**config.mk**
```make
export PLATFORM = sky130hd
export DESIGN_NAME = multi_queue_shared_buffer_core
export DESIGN_NICKNAME = d
export VERILOG_FILES = /design/src/hw/rtl/mqsb_pkg.sv /design/src/hw/rtl/multi_queue_shared_buffer_core.sv /design/src/hw/rtl/mqsb_store.sv
export SDC_FILE = /design/constraint.sdc
export NUM_CORES = 1
export LEC_CHECK = 0
export BUFFER_PORTS_ARGS = -buffer_cell sky130_fd_sc_hd__buf_4
export CAP_MARGIN = 5
export CORE_MARGIN = 5
export CORE_UTILIZATION = 56
export CTS_BUF_LIST = sky130_fd_sc_hd__clkbuf_16
export DETAILED_ROUTE_END_ITERATION = 7
export PLACE_DENSITY_LB_ADDON = 0.12
export SYNTH_ARGS = -nofsm -noshare
export SYNTH_HDL_FRONTEND = slang
export SYNTH_HIERARCHICAL = 1
export SYNTH_SLANG_ARGS = --single-unit
```
**constraint.sdc**
```tcl
create_clock -name clk -period 4.75 [get_ports clk]
set_input_delay 0.475 -clock clk [delete_from_list [all_inputs] [get_ports clk]]
set_output_delay 0.475 -clock clk [all_outputs]
set_load 0.02 [all_outputs]
```
**src/hw/rtl/mqsb_pkg.sv**
```systemverilog
`timescale 1ns / 1ps
// Package for the multi-queue shared buffer: request codes, status codes,
// controller state type and default sizes. Depends on nothing.
package mqsb_pkg;

    localparam int SLOTS_DEF  = 16;
    localparam int QUEUES_DEF = 4;
    localparam int QID_W      = 2;
    localparam int DATA_W     = 32;

    localparam logic KIND_ENQ = 1'b0;
    localparam logic KIND_DEQ = 1'b1;

    typedef enum logic [1:0] {
        STAT_OK    = 2'd0,
        STAT_OVER  = 2'd1,
        STAT_UNDER = 2'd2
    } status_t;

    typedef enum logic {
        ST_IDLE,
        ST_EXEC
    } state_t;

endpackage

```
**src/hw/rtl/multi_queue_shared_buffer_core.sv**
```systemverilog
`timescale 1ns / 1ps
// Top level of the multi-queue shared buffer: request handling, queue pointers and
// free list control. Uses mqsb_pkg and instantiates mqsb_store.
//
// Usage. Several FIFO queues share one store of SLOTS words. Each request on the
// s_axis channel either enqueues a word to a queue or dequeues the head of a queue;
// tuser carries the request kind, tdata the queue number and the word. Every request
// gives exactly one result on the m_axis channel: the dequeued word in tdata (zero
// for an enqueue or on error) and a status code in tuser (ok, overflow when no slot
// is free or an enqueue's queue is absent; underflow when empty or absent on dequeue).
//
// Request sequence. A request is accepted in the idle state, the memories are
// read at that edge, and in the following cycle the pointers and links are written
// back and the result is registered, to be offered from the output register. No new
// request is taken in that write-back cycle, which the read-modify-write of the link
// memory requires, as that memory has one read and one write port.
//
// Reset. The queues are empty and all slots are free. No clearing pass is run: a
// high-water count marks the slots whose link was ever written, and slots at or above
// it read as chained to the next slot, so requests are taken from the first cycle.
//
// Stalls. The result waits in the output register while m_axis_tready is low; a new
// request is taken in the cycle that the result is drained, but not before.
module multi_queue_shared_buffer_core #(
    parameter int SLOTS  = mqsb_pkg::SLOTS_DEF,
    parameter int QUEUES = mqsb_pkg::QUEUES_DEF
) (
    input  logic        clk,
    input  logic        rst_n,
    input  logic        s_axis_tvalid,
    output logic        s_axis_tready,
    input  logic [39:0] s_axis_tdata,   // [1:0] queue_id, [33:2] data_in, [39:34] zero
    input  logic [0:0]  s_axis_tuser,   // [0] kind
    output logic        m_axis_tvalid,
    input  logic        m_axis_tready,
    output logic [31:0] m_axis_tdata,   // [31:0] data_out
    output logic [1:0]  m_axis_tuser    // [1:0] status
);

    // Pointer width includes the null value, which equals SLOTS.
    localparam int AW  = $clog2(SLOTS);
    localparam int PW  = $clog2(SLOTS + 1);
    // Only queues that a two-bit queue number can reach are given pointers.
    localparam int QN  = (QUEUES < (1 << mqsb_pkg::QID_W)) ? QUEUES : (1 << mqsb_pkg::QID_W);
    localparam int QIW = (QN > 1) ? $clog2(QN) : 1;
    localparam logic [PW-1:0] NIL = PW'(SLOTS);

    mqsb_pkg::state_t state_reg, state_next;

    logic [PW-1:0]  head_reg [QN];
    logic [PW-1:0]  tail_reg [QN];
    logic [PW-1:0]  head_next [QN];
    logic [PW-1:0]  tail_next [QN];
    logic [PW-1:0]  free_head_reg, free_head_next;
    logic [PW-1:0]  hw_reg, hw_next;

    // Request held between the accept cycle and the write-back cycle.
    logic           kind_reg, kind_next;
    logic [QIW-1:0] qi_reg, qi_next;
    logic           op_ok_reg, op_ok_next;
    logic [PW-1:0]  idx_reg, idx_next;
    logic           virgin_reg, virgin_next;

    logic                        out_valid_reg, out_valid_next;
    logic [mqsb_pkg::DATA_W-1:0] out_data_reg, out_data_next;
    mqsb_pkg::status_t           out_stat_reg, out_stat_next;

    logic                        req_kind;
    logic [mqsb_pkg::QID_W-1:0]  req_qid;
    logic [mqsb_pkg::DATA_W-1:0] req_data;
    logic [QIW-1:0]              req_qi;
    logic                        req_q_ok;
    logic [PW-1:0]               req_head;
    logic [PW-1:0]               req_tail;
    logic                        accept;

    logic                        rd_en;
    logic [AW-1:0]               rd_addr;
    logic [PW-1:0]               link_rd;
    logic [mqsb_pkg::DATA_W-1:0] data_rd;
    logic                        link_we;
    logic [AW-1:0]               link_wa;
    logic [PW-1:0]               link_wd;
    logic                        data_we;
    logic [AW-1:0]               data_wa;
    logic [PW-1:0]               link_val;

    assign req_kind = s_axis_tuser[0];
    assign req_qid  = s_axis_tdata[1:0];
    assign req_data = s_axis_tdata[33:2];
    assign req_q_ok = int'(req_qid) < QN;
    assign req_qi   = req_q_ok ? QIW'(req_qid) : '0;
    assign req_head = head_reg[req_qi];
    assign req_tail = tail_reg[req_qi];

    assign s_axis_tready = (state_reg == mqsb_pkg::ST_IDLE) && (!out_valid_reg || m_axis_tready);
    assign accept        = s_axis_tvalid && s_axis_tready;

    // Link of the slot being worked on: slots at or above the high-water mark were never
    // written and are taken as chained to the next slot.
    always_comb
    begin
        if (virgin_reg)
        begin
            link_val = PW'(idx_reg + 1'b1);
        end
        else if (link_rd < NIL)
        begin
            link_val = link_rd;
        end
        else
        begin
            link_val = NIL;
        end
    end

    always_comb
    begin
        state_next     = state_reg;
        head_next      = head_reg;
        tail_next      = tail_reg;
        free_head_next = free_head_reg;
        hw_next        = hw_reg;
        kind_next      = kind_reg;
        qi_next        = qi_reg;
        op_ok_next     = op_ok_reg;
        idx_next       = idx_reg;
        virgin_next    = virgin_reg;
        out_valid_next = out_valid_reg && !m_axis_tready;
        out_data_next  = out_data_reg;
        out_stat_next  = out_stat_reg;
        rd_en          = 1'b0;
        rd_addr        = '0;
        link_we        = 1'b0;
        link_wa        = '0;
        link_wd        = NIL;
        data_we        = 1'b0;
        data_wa        = free_head_reg[AW-1:0];

        unique case (state_reg)
            mqsb_pkg::ST_IDLE:
            begin
                if (accept)
                begin
                    state_next = mqsb_pkg::ST_EXEC;
                    kind_next  = req_kind;
                    qi_next    = req_qi;
                    if (req_kind == mqsb_pkg::KIND_ENQ)
                    begin
                        op_ok_next = req_q_ok && (free_head_reg < NIL);
                        idx_next   = free_head_reg;
                        rd_en      = op_ok_next;
                        rd_addr    = free_head_reg[AW-1:0];
                        data_we    = op_ok_next;
                        // A non-empty queue gets the new slot linked behind its tail.
                        if (op_ok_next && (req_head < NIL) && (req_tail < NIL))
                        begin
                            link_we = 1'b1;
                            link_wa = req_tail[AW-1:0];
                            link_wd = free_head_reg;
                        end
                    end
                    else
                    begin
                        op_ok_next = req_q_ok && (req_head < NIL);
                        idx_next   = req_head;
                        rd_en      = op_ok_next;
                        rd_addr    = req_head[AW-1:0];
                    end
                    virgin_next = idx_next >= hw_reg;
                end
            end
            mqsb_pkg::ST_EXEC:
            begin
                state_next     = mqsb_pkg::ST_IDLE;
                out_valid_next = 1'b1;
                out_data_next  = '0;
                if (!op_ok_reg)
                begin
                    out_stat_next = (kind_reg == mqsb_pkg::KIND_ENQ) ? mqsb_pkg::STAT_OVER
                                                                      : mqsb_pkg::STAT_UNDER;
                end
                else if (kind_reg == mqsb_pkg::KIND_ENQ)
                begin
                    out_stat_next  = mqsb_pkg::STAT_OK;
                    free_head_next = link_val;
                    if (!(head_reg[qi_reg] < NIL))
                    begin
                        head_next[qi_reg] = idx_reg;
                    end
                    tail_next[qi_reg] = idx_reg;
                    link_we = 1'b1;
                    link_wa = idx_reg[AW-1:0];
                    link_wd = NIL;
                    if (idx_reg == hw_reg)
                    begin
                        hw_next = PW'(hw_reg + 1'b1);
                    end
                end
                else
                begin
                    out_stat_next     = mqsb_pkg::STAT_OK;
                    out_data_next     = data_rd;
                    head_next[qi_reg] = link_val;
                    free_head_next    = idx_reg;
                    link_we = 1'b1;
                    link_wa = idx_reg[AW-1:0];
                    link_wd = free_head_reg;
                end
            end
            default:
            begin
                state_next = mqsb_pkg::ST_IDLE;
            end
        endcase
    end

    always_ff @(posedge clk or negedge rst_n)
    begin
        if (!rst_n)
        begin
            state_reg     <= mqsb_pkg::ST_IDLE;
            free_head_reg <= '0;
            hw_reg        <= '0;
            out_valid_reg <= 1'b0;
            for (int i = 0; i < QN; i++)
            begin
                head_reg[i] <= NIL;
                tail_reg[i] <= NIL;
            end
        end
        else
        begin
            state_reg     <= state_next;
            free_head_reg <= free_head_next;
            hw_reg        <= hw_next;
            out_valid_reg <= out_valid_next;
            head_reg      <= head_next;
            tail_reg      <= tail_next;
        end
    end

    always_ff @(posedge clk)
    begin
        kind_reg     <= kind_next;
        qi_reg       <= qi_next;
        op_ok_reg    <= op_ok_next;
        idx_reg      <= idx_next;
        virgin_reg   <= virgin_next;
        out_data_reg <= out_data_next;
        out_stat_reg <= out_stat_next;
    end

    mqsb_store #(
        .SLOTS (SLOTS),
        .AW    (AW),
        .PW    (PW)
    ) u_store (
        .clk     (clk),
        .rd_en   (rd_en),
        .rd_addr (rd_addr),
        .link_rd (link_rd),
        .data_rd (data_rd),
        .link_we (link_we),
        .link_wa (link_wa),
        .link_wd (link_wd),
        .data_we (data_we),
        .data_wa (data_wa),
        .data_wd (req_data)
    );

    assign m_axis_tvalid = out_valid_reg;
    assign m_axis_tdata  = out_data_reg;
    assign m_axis_tuser  = out_stat_reg;

    // An accepted request is always followed by its write-back cycle.
    a_accept_exec: assert property (@(posedge clk) disable iff (!rst_n)
        accept |=> state_reg == mqsb_pkg::ST_EXEC)
        else $error("accepted request not followed by write-back");

    // The write-back cycle always leaves a result in the output register.
    a_exec_result: assert property (@(posedge clk) disable iff (!rst_n)
        state_reg == mqsb_pkg::ST_EXEC |=> m_axis_tvalid)
        else $error("write-back gave no result");

    // No request is taken while a result is pending and not being drained.
    a_no_overrun: assert property (@(posedge clk) disable iff (!rst_n)
        out_valid_reg && !m_axis_tready |-> !s_axis_tready)
        else $error("request taken over an undrained result");

    // The high-water mark and the free-list head never leave the slot range.
    a_hw_range: assert property (@(posedge clk) disable iff (!rst_n)
        (hw_reg <= NIL) && (free_head_reg <= NIL))
        else $error("pointer beyond slot range");

    // The high-water mark only moves on a successful enqueue.
    a_hw_moves: assert property (@(posedge clk) disable iff (!rst_n)
        (hw_reg != $past(hw_reg)) |-> $past(state_reg == mqsb_pkg::ST_EXEC && op_ok_reg
                                            && kind_reg == mqsb_pkg::KIND_ENQ))
        else $error("high-water mark moved without an enqueue");

endmodule

```
**src/hw/rtl/mqsb_store.sv**
```systemverilog
`timescale 1ns / 1ps
// Slot store of the multi-queue shared buffer: the data memory and the link memory,
// each with one write port and one registered read port. Uses mqsb_pkg.
module mqsb_store #(
    parameter int SLOTS = mqsb_pkg::SLOTS_DEF,
    parameter int AW    = $clog2(SLOTS),
    parameter int PW    = $clog2(SLOTS + 1)
) (
    input  logic                        clk,
    input  logic                        rd_en,
    input  logic [AW-1:0]               rd_addr,
    output logic [PW-1:0]               link_rd,
    output logic [mqsb_pkg::DATA_W-1:0] data_rd,
    input  logic                        link_we,
    input  logic [AW-1:0]               link_wa,
    input  logic [PW-1:0]               link_wd,
    input  logic                        data_we,
    input  logic [AW-1:0]               data_wa,
    input  logic [mqsb_pkg::DATA_W-1:0] data_wd
);

    logic [PW-1:0]               link_mem [SLOTS];
    logic [mqsb_pkg::DATA_W-1:0] data_mem [SLOTS];
    logic [PW-1:0]               link_rd_reg;
    logic [mqsb_pkg::DATA_W-1:0] data_rd_reg;

    always_ff @(posedge clk)
    begin
        if (link_we)
        begin
            link_mem[link_wa] <= link_wd;
        end
        if (rd_en)
        begin
            link_rd_reg <= link_mem[rd_addr];
        end
    end

    always_ff @(posedge clk)
    begin
        if (data_we)
        begin
            data_mem[data_wa] <= data_wd;
        end
        if (rd_en)
        begin
            data_rd_reg <= data_mem[rd_addr];
        end
    end

    assign link_rd = link_rd_reg;
    assign data_rd = data_rd_reg;

endmodule

```
-- Yosys cells after proc, flatten, opt, wreduce, memory -nomap -nowiden
Memories as Yosys holds them, arrays and structs flattened. A register that Yosys moved wholly into a read port is not among the register bits.
Cells that the tools add are included.
- equality and inequality tests: 2
- mux-type cells: 55
- bitwise gates (word level): 4
- magnitude comparators: 9
- add/sub/neg operators: 2
- reduce and logical (&&, ||, !) cells: 15
- operator list (operator ; count):
    5-bit two-way mux ; 18
    20-bit bitwise mux ; 3
    20-bit two-way mux ; 2
    5-bit binary-select mux with 2-bit select ; 3
    4-bit two-way mux ; 7
    5-bit less-than comparator (second input constant) ; 5
    1-bit two-way mux ; 16
    5-bit by 1-bit adder with 5-bit output (second input constant) ; 2
    5-bit demux with 2-bit select ; 1
    5-bit case mux with 2 select lines ; 1
    4-bit case mux with 2 select lines ; 1
    3-bit >= comparator (second input constant) ; 2
    1-bit logical AND ; 6
    2-bit inverter with 3-bit output ; 2
    2-bit AND reduction ; 3
    3-bit AND reduction ; 2
    5-bit equality test ; 1
    5-bit >= comparator ; 1
    1-bit case mux with 2 select lines ; 2
    4-bit AND reduction ; 1
    3-bit by 1-bit less-than comparator with 1-bit output (second input constant) ; 1
    1-bit logical NOT ; 2
    2-bit two-way mux ; 1
    2-bit != test (second input constant) ; 1
    2 further kinds ; 3
- word-level logic and storage cells: 108
- register bits after elaboration: 96
- RAM bits: 592
- bits of input ports: 45
- output and inout port bits: 36
- memories kept: 2
- memory list (memory ; depth ; width ; rd ports ; clocked after memory_dff ; write ports ; line ; RTL):
    u_store.data_mem ; 16 ; 32 ; 1 ; 1 ; 1 ; mqsb_store.sv:23 ; logic [mqsb_pkg::DATA_W-1:0] data_mem [SLOTS];
    u_store.link_mem ; 16 ; 5 ; 1 ; 1 ; 1 ; mqsb_store.sv:22 ; logic [PW-1:0] link_mem [SLOTS];

-- Longest topological paths before layout
Gate-level depths: netlist of the first run.
- depth in word-level cells: 13
- gate-level depth with buffers: 10
- depth with buffers taken out: 7

-- By module
Netlist of the first run, hierarchy kept.
- modules (own cells, without submodules) (module ; cells each ; sequential area each (um2) ; times used ; area an instance (um2)):
    mqsb_store ; 986 ; 18888.1 ; 1 ; 23423.7
    multi_queue_shared_buffer_core ; 340 ; 2632.5 ; 1 ; 4603.2

-- Least setup slack after synthesis of the first run
No wires, ideal clock.
- kind: register to register
- start: register state_reg
- end: memory u_store/data_mem[0][0] in the netlist's numbering, enable pin
- buffers on the path: 0
- period minus slack after synthesis: 4475 ps
- data required time: 4289 ps
- library setup time: 461 ps
- stages on the path, launching flop included: 6
- arrival: 4014 ps
- setup slack: 275 ps
- path through: dfrtp_1 -> inv_1 -> o2111ai_1 -> inv_1 -> or3b_2 -> nor3_1
- word-level cells in the longest chain between the ends: 7
- RTL lines (item ; line ; RTL):
    start, declared ; multi_queue_shared_buffer_core.sv:48 ; mqsb_pkg::state_t state_reg, state_next;
    start signal, assigned ; multi_queue_shared_buffer_core.sv:222 ; state_reg <= mqsb_pkg::ST_IDLE;
    start signal, assigned ; multi_queue_shared_buffer_core.sv:234 ; state_reg <= state_next;
    1-bit inverter (no line) ; - ;
    1-bit logical AND ; multi_queue_shared_buffer_core.sv:96 ; assign s_axis_tready = (state_reg == mqsb_pkg::ST_IDLE) && (!out_valid_reg || m_axis_tready);
    1-bit logical AND ; multi_queue_shared_buffer_core.sv:97 ; assign accept = s_axis_tvalid && s_axis_tready;
    1-bit two-way mux ; multi_queue_shared_buffer_core.sv:143 ; if (accept)
    1-bit two-way mux * ; multi_queue_shared_buffer_core.sv:140 ; unique case (state_reg)
    named net data_we ; multi_queue_shared_buffer_core.sv:84 ; logic data_we;
    1-bit two-way mux * ; mqsb_store.sv:41 ; if (data_we)
    1-bit two-way mux (implied by the code) * ; mqsb_store.sv:43 ; data_mem[data_wa] <= data_wd;
    end, declared ; mqsb_store.sv:23 ;
The timed path passes the listed nets; every way through them passes the cells marked *.

-- Final worst setup path of the first run
- start: register state_reg
- end: memory u_store/link_mem[0][4] in the netlist's numbering, enable pin
- word-level cells in the longest chain between the ends: 7
- elaborated cells between the ends (all ways): 9
- classes of those cells: mux: 6; bitwise: 1; reduce/logical: 2
- RTL lines (item ; line ; RTL):
    1-bit inverter (no line) ; - ;
    1-bit logical AND ; multi_queue_shared_buffer_core.sv:96 ;
    1-bit logical AND ; multi_queue_shared_buffer_core.sv:97 ;
    1-bit two-way mux ; multi_queue_shared_buffer_core.sv:143 ;
    1-bit case mux with 2 select lines * ; multi_queue_shared_buffer_core.sv:140 ;
    named net link_we ; multi_queue_shared_buffer_core.sv:81 ; logic link_we;
    1-bit two-way mux * ; mqsb_store.sv:29 ; if (link_we)
    1-bit two-way mux (implied by the code) * ; mqsb_store.sv:31 ; link_mem[link_wa] <= link_wd;
    end, declared ; mqsb_store.sv:22 ;
Marks and branches as above.

==> summary.txt, run 1 <==
Placed design
  – Place WS: 1130 ps
  – Placer Congestion: 0.782
  – Post-DP HPWL: 32.2 mm
  – PortBufs: 74

Synth
  – Ranking of synthesized cells by area: edfxtp_1 (72%), mux4_2 (12%), dfrtp_1 (3.9%), a22oi_1 (2.0%), mux2_2 (1.8%)
  – Commonest cells post-synth: edfxtp_1 (673), mux4_2 (150), a22oi_1 (76)
  – Gate Count Post-Synth: 1,326
  – Sequential cell area fraction in the yosys report: 76.8%
  – #FFs+latches synth: 725
  – Synth top area share: 72.1%
  – Area leader, netlist: edfxtp_1
  – Yosys warns: 6
  – Mapped Area: 0.0280 mm2
  – Top_reg_cell synth: edfxtp_1
  – Syn_nets: 1,378
  – Count leader, synth: edfxtp_1
  – Synth async-reset ratio: 7.17%
  – Synth cell types: 51
  – Post-Synthesis Mean Instance Area: 21.1 um2
  – Post-synth EDFFs: 673

Global routing
  – Antenna violations before repair: 1
  – Vias in the first global route: 13,900
  – Total congestion overflow: 0
  – Tot GR Track Use: 22.4%
  – First-pass GRT wire length: 89.2 mm
  – Largest net degree at the start of global routing: 53

STA
  – Setup Total Neg Slack: 0 ps
  – Setup ws final: 1470 ps
  – Hold Fails Final Rpt: 0
  – Worst slew pin tran: 1050 ps
  – Fin Clk Skew: 22.9 ps
  – Max Fclk: 0.305 GHz
  – Tcrit/Tclk final: 69.0%
  – Final hold slack: 148 ps
  – Max-slew violations: 0
  – Final worst path period need: 3280 ps
  – Max_slew headroom: 29.7%
  – Unrepaired setup endpoints after global routing: no
  – Setup violations, final: 0

Setup path
  – Startpoint Class: register
  – Critical setup path kind: register to register
  – CP required: 4970 ps
  – Worst Path Arrival: 3500 ps
  – Critical path fanouts, max: 38
  – Endpoint class of the critical path: register

Floorplan
  – Initial Util: 56.2%
  – Die width: 234 um
  – Boundary Pins: 81
  – Die H: 234 um
  – Die ar.: 0.0546 mm2
  – Cell Rows: 82
  – Core box area: 0.0499 mm2

Clock tree
  – Post-CTS Setup Repair Bufs: 0
  – Cts repair resizes: 0
  – CTS sink count: 725
  – Worst-path clk slew: 60 ps
  – CTS Buf Count: 76
  – Root buf cell: clkbuf_16
  – Clk_lat worst skew: 620 ps
  – CTS tree: built
  – Clk buf depth: 3
  – H-tree Lvls: 3

Layout
  – Layout Utilization: 64.1%
  – Area occupied by multi-input gates: 0.00623 mm2
  – Largest regs: u_store/data_mem (512), u_store/link_mem (80)
  – Fin nets: 1,502
  – Max FFs per register: 512
  – Reg with most FFs: u_store/data_mem
  – Synthesis-to-finish area growth: 14.1%
  – Share of cells above drive strength 1: 29.9%
  – Seq. cell area: 0.0215 mm2
  – FILL cells: 3,432

Power and ir drop
  – P per Cell Area: 474 mW/mm2
  – Static leakage: 0.0106 uW
  – Peak supply drop: 0.364 mV

Detailed routing
  – Routed Wire Length: 60.1 mm
  – Initial drt markers: 1,295
  – DRC violations left: 0
  – Post-route ant nets: 0
  – Vias: 13,600
  – DR vias/cell: 6.20
  – Drt first pass iters: 5
  – Avg WL per Cell: 27.5 um

Outcome
  – Outcome: finished, final reports clean

Worst hold path
  – Hold Crit Class: input port to register

Run
  – Max-cap viol count: 0
cells in the final DEF, fill, tap and decap left out, types with 36 or more instances in the layout:
cell and count:
a22oi_1 76, and3_1 36, buf_4 107, clkbuf_16 80, dfrtp_1 43, edfxtp_1 673, inv_1 38, mux2_2 44
mux4_2 150, nand2_1 53
worst paths after layout:
| kind | from | end | slack (ps) | cells after the start |
|---|---|---|---|---|
| worst max-delay path | state_reg | u_store/link_mem[0][4] | 1470 | 5 |
| worst min-delay path | s_axis_tdata[13] | u_store/data_mem[12][11] | 150 | 1 |
| worst max register to register | state_reg | u_store/link_mem[0][4] | 1470 | 5 |
| worst min register to register | tail_reg[11] | tail_reg[11] | 500 | 1 |
| max in group asynchronous | rst_n | state_reg | 3820 | 2 |
| min in group asynchronous | rst_n | hw_reg[0] | 470 | 2 |
stage by stage:
stage / instances / power, uW / area, um2
floorplan: 1326 / 9030 / 28000
global placement: 2043 / 9690 / 29600
detailed placement: 2043 / 9740 / 29600
CTS: 2186 / 15300 / 32000
global route: 2186 / 15700 / 32000
finish: 2187 / 15200 / 32000
routing by layer:
metal / track usage [%] / wire (um) / vias up
met4: 6.15 / 1300 / 0
met1: 32.4 / 25400 / 7305
li1: - / - / 5745
met3: 4.10 / 3670 / 98
met5: 0 / 0 / -
met2: 36.0 / 29700 / 417
what timing repair did:
action                                  4_1_cts  5_1_grt
endpoints found under the setup margin        0        0
endpoints found under the hold margin        44        0
hold buffers                                  1        0
worst max-delay path, cell delays in order (launching register included):
cell     delay (ps)
dfrtp_2         350
buf_4           550
nand2_2         420
nand2_1         330
or3b_2          510
nor3_1          710
kinds of logic (layout without fill, tap and decap cells):
family	after synthesis	after routing	synth area share (%)
DFF	725	725	76.8
muxes	206	206	14.7
and+or+nand+nor	185	185	3.52
AOI/OAI and AO/OA	107	107	2.82
buffers and inverters	86	274	1.52
xor gates and xnor gates	10	10	0.312
adders and majority gates	7	7	0.312
other	0	1	0
cell type report:
cell class              instances  share of cell area (%)
diodes                          1                 0.00782
well taps                     672                    2.63
clock inverters                62                    1.15
clock buffers                  80                    6.26
multi-input cells             515                    19.5
flip-flops and latches        725                    67.3
inverters                      17                   0.199
repair buffers                115                    2.98
report_power, final:
group | internal, uW | leakage, uW | total (uW) | switching (uW)
sequential | 7400 | 0.00674 | 7610 | 216
clock | 3210 | 0.00125 | 5570 | 2360
combinational | 899 | 0.00260 | 1980 | 1080
No activity file was read; power rests on OpenSTA's default activity.
==> run 2: changes to the inputs <==
CORE_UTILIZATION = 60   (was 56)
clock period = 3.3 ns   (was 4.75 ns; I/O delays follow)
==> summary.txt, run 2 (same netlist as run 1, synthesis figures left out) <==
Outcome
  – Outcome: finished, final reports clean (unchanged)

Detailed routing
  – DRC violations left: 0 (unchanged)
  – Initial drt markers: 1,290 (was 1,295)
  – Post-route ant nets: 0 (unchanged)
  – Routed Wire Length: 57.3 mm (was 60.1 mm)
  – Avg WL per Cell: 26.5 um (was 27.5 um)
  – Drt first pass iters: 5 (unchanged)
  – DR vias/cell: 6.28 (was 6.20)
  – Vias: 13,500 (was 13,600)

Floorplan
  – Die H: 226 um (was 234 um)
  – Initial Util: 60.5% (was 56.2%)
  – Die ar.: 0.0511 mm2 (was 0.0546 mm2)
  – Core box area: 0.0464 mm2 (was 0.0499 mm2)
  – Cell Rows: 79 (was 82)
  – Die width: 226 um (was 234 um)
  – Boundary Pins: 81 (unchanged)

STA
  – Max-slew violations: 0 (unchanged)
  – Hold Fails Final Rpt: 0 (unchanged)
  – Max Fclk: 0.329 GHz (was 0.305 GHz)
  – Final worst path period need: 3040 ps (was 3280 ps)
  – Unrepaired setup endpoints after global routing: no (unchanged)
  – Fin Clk Skew: 31.4 ps (was 22.9 ps)
  – Max_slew headroom: 27.9% (was 29.7%)
  – Setup violations, final: 0 (unchanged)
  – Tcrit/Tclk final: 92.1% (was 69.0%)
  – Setup Total Neg Slack: 0 ps (unchanged)
  – Worst slew pin tran: 1080 ps (was 1050 ps)

Setup path
  – Max stage delay on crit path: 840 ps (was 710 ps)
  – Flop-to-flop setup slack: 260 ps (was 1470 ps)
  – R2r endpoint: u_store/link_rd[4] (was u_store/link_mem[0][4])
  – Startpoint Class: register (unchanged)
  – Worst r2r src: head_reg[13] (was state_reg)
  – CP required: 3760 ps (was 4970 ps)
  – Reg2Reg Depth: 7 (was 5)
  – Worst Path Arrival: 3500 ps (about the same)
  – Critical path fanouts, max: 28 (was 38)
  – Cell Chain, Critical Path: mux4_1, mux2_2, and3_1, nor2b_4, buf_4, a22oi_1, nand2_1 (was buf_4, nand2_2, nand2_1, or3b_2, nor3_1)
  – Slowest-stage cell, CP: nor2b_4 (was nor3_1)
  – Endpoint class of the critical path: register (unchanged)
  – Critical setup path kind: register to register (unchanged)

Layout
  – Fin nets: 1,547 (was 1,502)
  – Post-Layout Cell Count: 2,158 (was 2,187)
  – Commonest cells after routing, fill and taps aside: edfxtp_1 (673), mux4_2 (150), buf_4 (122) (was edfxtp_1 (673), mux4_2 (150), buf_4 (107))
  – Reg with most FFs: u_store/data_mem (unchanged)
  – Largest regs: u_store/data_mem (512), u_store/link_mem (80) (unchanged)
  – Share of cells above drive strength 1: 30.6% (was 29.9%)
  – Commonest non-fill, non-tap cell in the layout: edfxtp_1 (unchanged)
  – Max FFs per register: 512 (unchanged)
  – Synthesis-to-finish area growth: 15.7% (was 14.1%)

Clock tree
  – Clk_lat worst skew: 610 ps (was 620 ps)
  – Cts repair resizes: 0 (unchanged)
  – Worst-path clk slew: 60 ps (about the same)
  – Root buf cell: clkbuf_16 (unchanged)
  – CTS sink count: 725 (unchanged)
  – Post-CTS Setup Repair Bufs: 0 (unchanged)
  – CTS Buf Count: 72 (was 76)
  – Clk buf depth: 3 (unchanged)
  – CTS tree: built (unchanged)
  – H-tree Lvls: 3 (unchanged)

Power and ir drop
  – Static leakage: 0.0108 uW (was 0.0106 uW)
  – Peak supply drop: 0.523 mV (was 0.364 mV)
  – Power, Total: 21,800 uW (was 15,200 uW)
  – P per Cell Area: 672 mW/mm2 (was 474 mW/mm2)

Placed design
  – Post-DP HPWL: 32.0 mm (was 32.2 mm)
  – Placed insts: 2,002 (was 2,043)
  – PortBufs: 74 (unchanged)
  – Placer Congestion: 0.768 (was 0.782)

Global routing
  – Vias in the first global route: 14,200 (was 13,900)
  – GR peak layer: met2 (unchanged)
  – Global Route met3 Usage: 5.06% (was 4.10%)
  – Antenna violations before repair: 2 (was 1)
  – GR Layer Usage met2: 38.0% (was 36.0%)
  – Tot GR Track Use: 23.3% (was 22.4%)
  – First-pass GRT wire length: 87.5 mm (was 89.2 mm)
  – Total congestion overflow: 0 (unchanged)
  – Met1 Usage GRT: 33.1% (was 32.4%)
  – Largest net degree at the start of global routing: 53 (unchanged)

Worst hold path
  – Hold Crit Class: input port to register (unchanged)
  – Worst hold stages: 1 (unchanged)
  – Hold_sp: s_axis_tdata[6] (was s_axis_tdata[13])
  – Hold EP: u_store/data_mem[2][4] (was u_store/data_mem[12][11])

Run
  – Max-cap viol count: 0 (unchanged)
## run 2: changes by cell type in the layout (fill, tap and decap cells not counted), sizes merged
cell and delta:
dlygate4sd3 +25, buf +24, inv -8, clkinv -5, clkbuf -4, bufinv +3
clkinvlp +1
## run 2: how the worst max path moves through the flow
stage / depth (start not counted) / slack [ps] / endpoint / startpoint
6_report: 7 / 260 / u_store/link_rd[4] / head_reg[13]
5_1_grt: 7 / 210 / u_store/link_mem[2][1] / free_head_reg[4]
4_1_cts: 7 / 310 / u_store/link_rd[4] / head_reg[13]
3_5_place_dp: 10 / 50 / u_store/data_rd[5] / s_axis_tdata[0]
3_3_place_gp: 10 / 70 / u_store/data_rd[5] / s_axis_tdata[0]
2_1_floorplan: 5 / -320 / u_store/data_mem[1][0] / state_reg
## run 2: per-stage QoR
step           setup WS (ps)  hold slack, ps  cell area (um2)  util (%)
2_1_floorplan           -323            34.4            28100         -
3_3_place_gp            68.1             402            29800      64.4
3_5_place_dp            46.8             412            29800      64.4
4_1_cts                  305            1.19            32400      69.9
5_1_grt                  213            15.3            32400      69.9
6_report                 262            27.4            32400      69.9
## run 2: power breakdown
group          internal [uW]  leakage, uW  switching, uW
sequential             10600      0.00674            259
combinational           1360      0.00285           1620
clock                   4630      0.00118           3280
total                  16600       0.0108           5160
## run 2: worst max-delay path, delay by kind of cell, from the launching register on
family | cells | cell delay, ps
simple gates | 3 | 1130
buf+inv | 1 | 350
compound gates | 1 | 120
flops | 1 | 380
mux | 2 | 920
## run 2: what timing repair did
| action | 4_1_cts | 5_1_grt |
|---|---|---|
| hold buffers | 26 | 0 |
| endpoints found under the setup margin | 0 | 0 |
| endpoints found under the hold margin | 321 | 0 |
## run 2: routing by layer
| layer | routed length (um) | up-vias | part of all wire [%] |
|---|---|---|---|
| li1 | - | 5838 | - |
| met1 | 23100 | 7053 | 40 |
| met2 | 28500 | 558 | 50 |
| met3 | 4550 | 95 | 7.9 |
| met4 | 1100 | 0 | 1.9 |
| met5 | 0 | - | 0 |
## run 2: final cells by class
| cell class | count | area (um2) |
|---|---|---|
| diodes | 1 | 2.50 |
| multi-input cells | 515 | 6260 |
| clock inverters | 53 | 412 |
| fillers | 2820 | 13900 |
| clock buffers | 76 | 1900 |
| flip-flops and latches | 725 | 21500 |
| well taps | 607 | 759 |
| repair buffers | 164 | 1500 |
| inverters | 17 | 63.8 |
==> run 3: changes to the inputs <==
CORE_UTILIZATION = 57   (was 60)
SETUP_SLACK_MARGIN = 0.02   (was default)
==> summary.txt, run 3 (same netlist as run 1, synthesis figures left out) <==
Detailed routing
  – Routed Wire Length: 58.3 mm (was 57.3 mm)
  – Vias: 13,500 (about the same)
  – Top Metal Used: met5 (was met4)
  – Met2 WL post-DR: 28.0 mm (was 28.5 mm)
  – Metal-1 WL: 25.1 mm (was 23.1 mm)
  – Avg WL per Cell: 26.5 um (about the same)
  – DRC violations left: 0 (unchanged)
  – WL met3: 4.20 mm (was 4.55 mm)
  – Initial drt markers: 1,242 (was 1,290)
  – Post-route ant nets: 0 (unchanged)
  – Drt first pass iters: 5 (unchanged)
  – DR vias/cell: 6.14 (was 6.28)

STA
  – Max Fclk: 0.342 GHz (was 0.329 GHz)
  – Hold Fails Final Rpt: 0 (unchanged)
  – Unrepaired setup endpoints after global routing: no (unchanged)
  – Max_slew headroom: 51.1% (was 27.9%)
  – Setup ws final: 376 ps (was 262 ps)
  – Worst slew pin tran: 733 ps (was 1080 ps)
  – Fin Clk Skew: 28.2 ps (was 31.4 ps)
  – Final worst path period need: 2920 ps (was 3040 ps)
  – Tcrit/Tclk final: 88.6% (was 92.1%)
  – Max-slew violations: 0 (unchanged)
  – Setup violations, final: 0 (unchanged)

Power and ir drop
  – P per Cell Area: 668 mW/mm2 (was 672 mW/mm2)
  – Reg power frac: 50.5% (was 50.0%)
  – Logic pwr share: 14.0% (was 13.7%)
  – P_sw: 5110 uW (was 5160 uW)
  – Int Power: 16,500 uW (was 16,600 uW)
  – Static leakage: 0.0107 uW (was 0.0108 uW)
  – Peak supply drop: 0.720 mV (was 0.523 mV)
  – Clk pwr share: 35.5% (was 36.3%)
  – Switch share: 23.7% (about the same)
  – Power, Total: 21,600 uW (was 21,800 uW)

Setup path
  – Cell family with most CP delay: simple AND/OR/NAND/NOR gates (unchanged)
  – Worst Path Arrival: 3140 ps (was 3500 ps)
  – Buf/Inv on CP: 2 (was 1)
  – Slowest-stage cell, CP: dlygate4sd3_1 (was nor2b_4)
  – Critical path fanouts, max: 7 (was 28)
  – CP startpoint: s_axis_tuser (was head_reg[13])
  – Cell Chain, Critical Path: dlygate4sd3_1, buf_4, nor2_1, o2111ai_1, or3_4, nand2_1, or3b_2, nor2_1 (was mux4_1, mux2_2, and3_1, nor2b_4, buf_4, a22oi_1, nand2_1)
  – Crit path top cell by count: nor2_1
  – Max stage delay on crit path: 540 ps (was 840 ps)
  – Critical setup path kind: input port to register (was register to register)
  – Startpoint Class: input port (was register)
  – Endpoint class of the critical path: register (unchanged)
  – CP required: 3520 ps (was 3760 ps)
  – Worst r2r src: free_head_reg[4] (was head_reg[13])

Clock tree
  – Worst-path clk slew: 60 ps (about the same)
  – CTS Buf Count: 73 (was 72)
  – Post-CTS Setup Repair Bufs: 0 (unchanged)
  – Cts repair resizes: 0 (unchanged)
  – CTS sink count: 725 (unchanged)
  – H-tree Lvls: 3 (unchanged)
  – Clk buf depth: 3 (unchanged)
  – CTS tree: built (unchanged)
  – Root buf cell: clkbuf_16 (unchanged)
  – Clk_lat worst skew: 600 ps (was 610 ps)

Placed design
  – PortBufs: 74 (unchanged)
  – Placer Congestion: 0.763 (was 0.768)
  – Place WS: 157 ps (was 46.8 ps)
  – Post-DP HPWL: 31.6 mm (was 32.0 mm)

Layout
  – Share of cells above drive strength 1: 30.3% (was 30.6%)
  – Commonest cells after routing, fill and taps aside: edfxtp_1 (673), mux4_2 (150), buf_4 (117) (was edfxtp_1 (673), mux4_2 (150), buf_4 (122))
  – Fin nets: 1,531 (was 1,547)
  – Commonest non-fill, non-tap cell in the layout: edfxtp_1 (unchanged)
  – FILL cells: 3,162 (was 2,820)
  – Largest regs: u_store/data_mem (512), u_store/link_mem (80) (unchanged)
  – Max FFs per register: 512 (unchanged)
  – Synthesis-to-finish area growth: 15.1% (was 15.7%)
  – Reg with most FFs: u_store/data_mem (unchanged)

Worst hold path
  – Hold Crit Class: input port to register (unchanged)
  – Hold_sp: s_axis_tdata[10] (was s_axis_tdata[6])

Global routing
  – Antenna violations before repair: 1 (was 2)
  – Tot GR Track Use: 22.2% (was 23.3%)
  – Vias in the first global route: 13,900 (was 14,200)
  – Total congestion overflow: 0 (unchanged)
  – Largest net degree at the start of global routing: 53 (unchanged)
  – First-pass GRT wire length: 88.2 mm (was 87.5 mm)

Floorplan
  – Die ar.: 0.0537 mm2 (was 0.0511 mm2)
  – Die H: 232 um (was 226 um)
  – Core box area: 0.0487 mm2 (was 0.0464 mm2)
  – Boundary Pins: 81 (unchanged)
  – Die width: 232 um (was 226 um)
  – Initial Util: 57.5% (was 60.5%)
  – Cell Rows: 81 (was 79)

Outcome
  – Outcome: finished, final reports clean (unchanged)

Run
  – Max-cap viol count: 0 (unchanged)
[run 3: changes by cell type in the layout (fill, tap and decap cells not counted), moves of 3 or more]
cell / delta
clkinv_4: -3
buf_12: +3
inv_1: +7
dlygate4sd3_1: -15
buf_4: -5
clkinvlp_4: -3
[run 3: cell type report]
class	instances	area [um2]	share of cell area, %
Antenna cell	1	2.50	0.00776
Clock buffer	74	1850	5.74
Clock inverter	52	358	1.11
Inverter	17	63.8	0.198
Multi-Input combinational cell	515	6260	19.4
Sequential cell	725	21500	66.7
Tap cell	664	831	2.58
Timing Repair Buffer	147	1370	4.24
[run 3: metal layers]
metal / track usage (%) / up-vias
met2: 34.8 / 438
met4: 4.65 / 2
met1: 32.8 / 7145
li1: - / 5815
met5: 0 / -
met3: 5.28 / 82
[run 3: stage by stage]
stage          instance area, um2  hold slack (ps)  util, %  instances  TNS (ps)
3_3_place_gp                29900              400     61.4       2057         0
3_5_place_dp                29900              412     61.4       2057         0
6_report                    32300             31.1     66.2       2195         0
5_1_grt                     32300             12.4     66.2       2194         0
4_1_cts                     32300             1.63     66.2       2194         0
2_1_floorplan               28100             34.4        -       1326    -31000
[run 3: power groups by stage]
stage / sequential (uW) / combinational [uW] / clock, uW
6_report: 10900 / 3030 / 7640
5_1_grt: 10900 / 3280 / 8230
4_1_cts: 10900 / 3050 / 7800
3_5_place_dp: 11100 / 3030 / 0
3_3_place_gp: 11100 / 2970 / 0
2_1_floorplan: 11100 / 1950 / 0
[run 3: final timing paths]
check / slack [ps] / cells past startpoint / end
max: 380 / 8 / u_store/link_mem[3][4]
min: 30 / 1 / u_store/data_mem[15][8]
max reg2reg: 390 / 6 / u_store/link_mem[3][4]
min reg2reg: 490 / 1 / tail_reg[12]
max in group asynchronous: 2500 / 2 / state_reg
min in group asynchronous: 330 / 2 / m_axis_tvalid
[run 3: timing repair]
action	CTS	global route
hold endpoints to repair	105	0
setup endpoints to repair	0	0
hold buffers	11	0
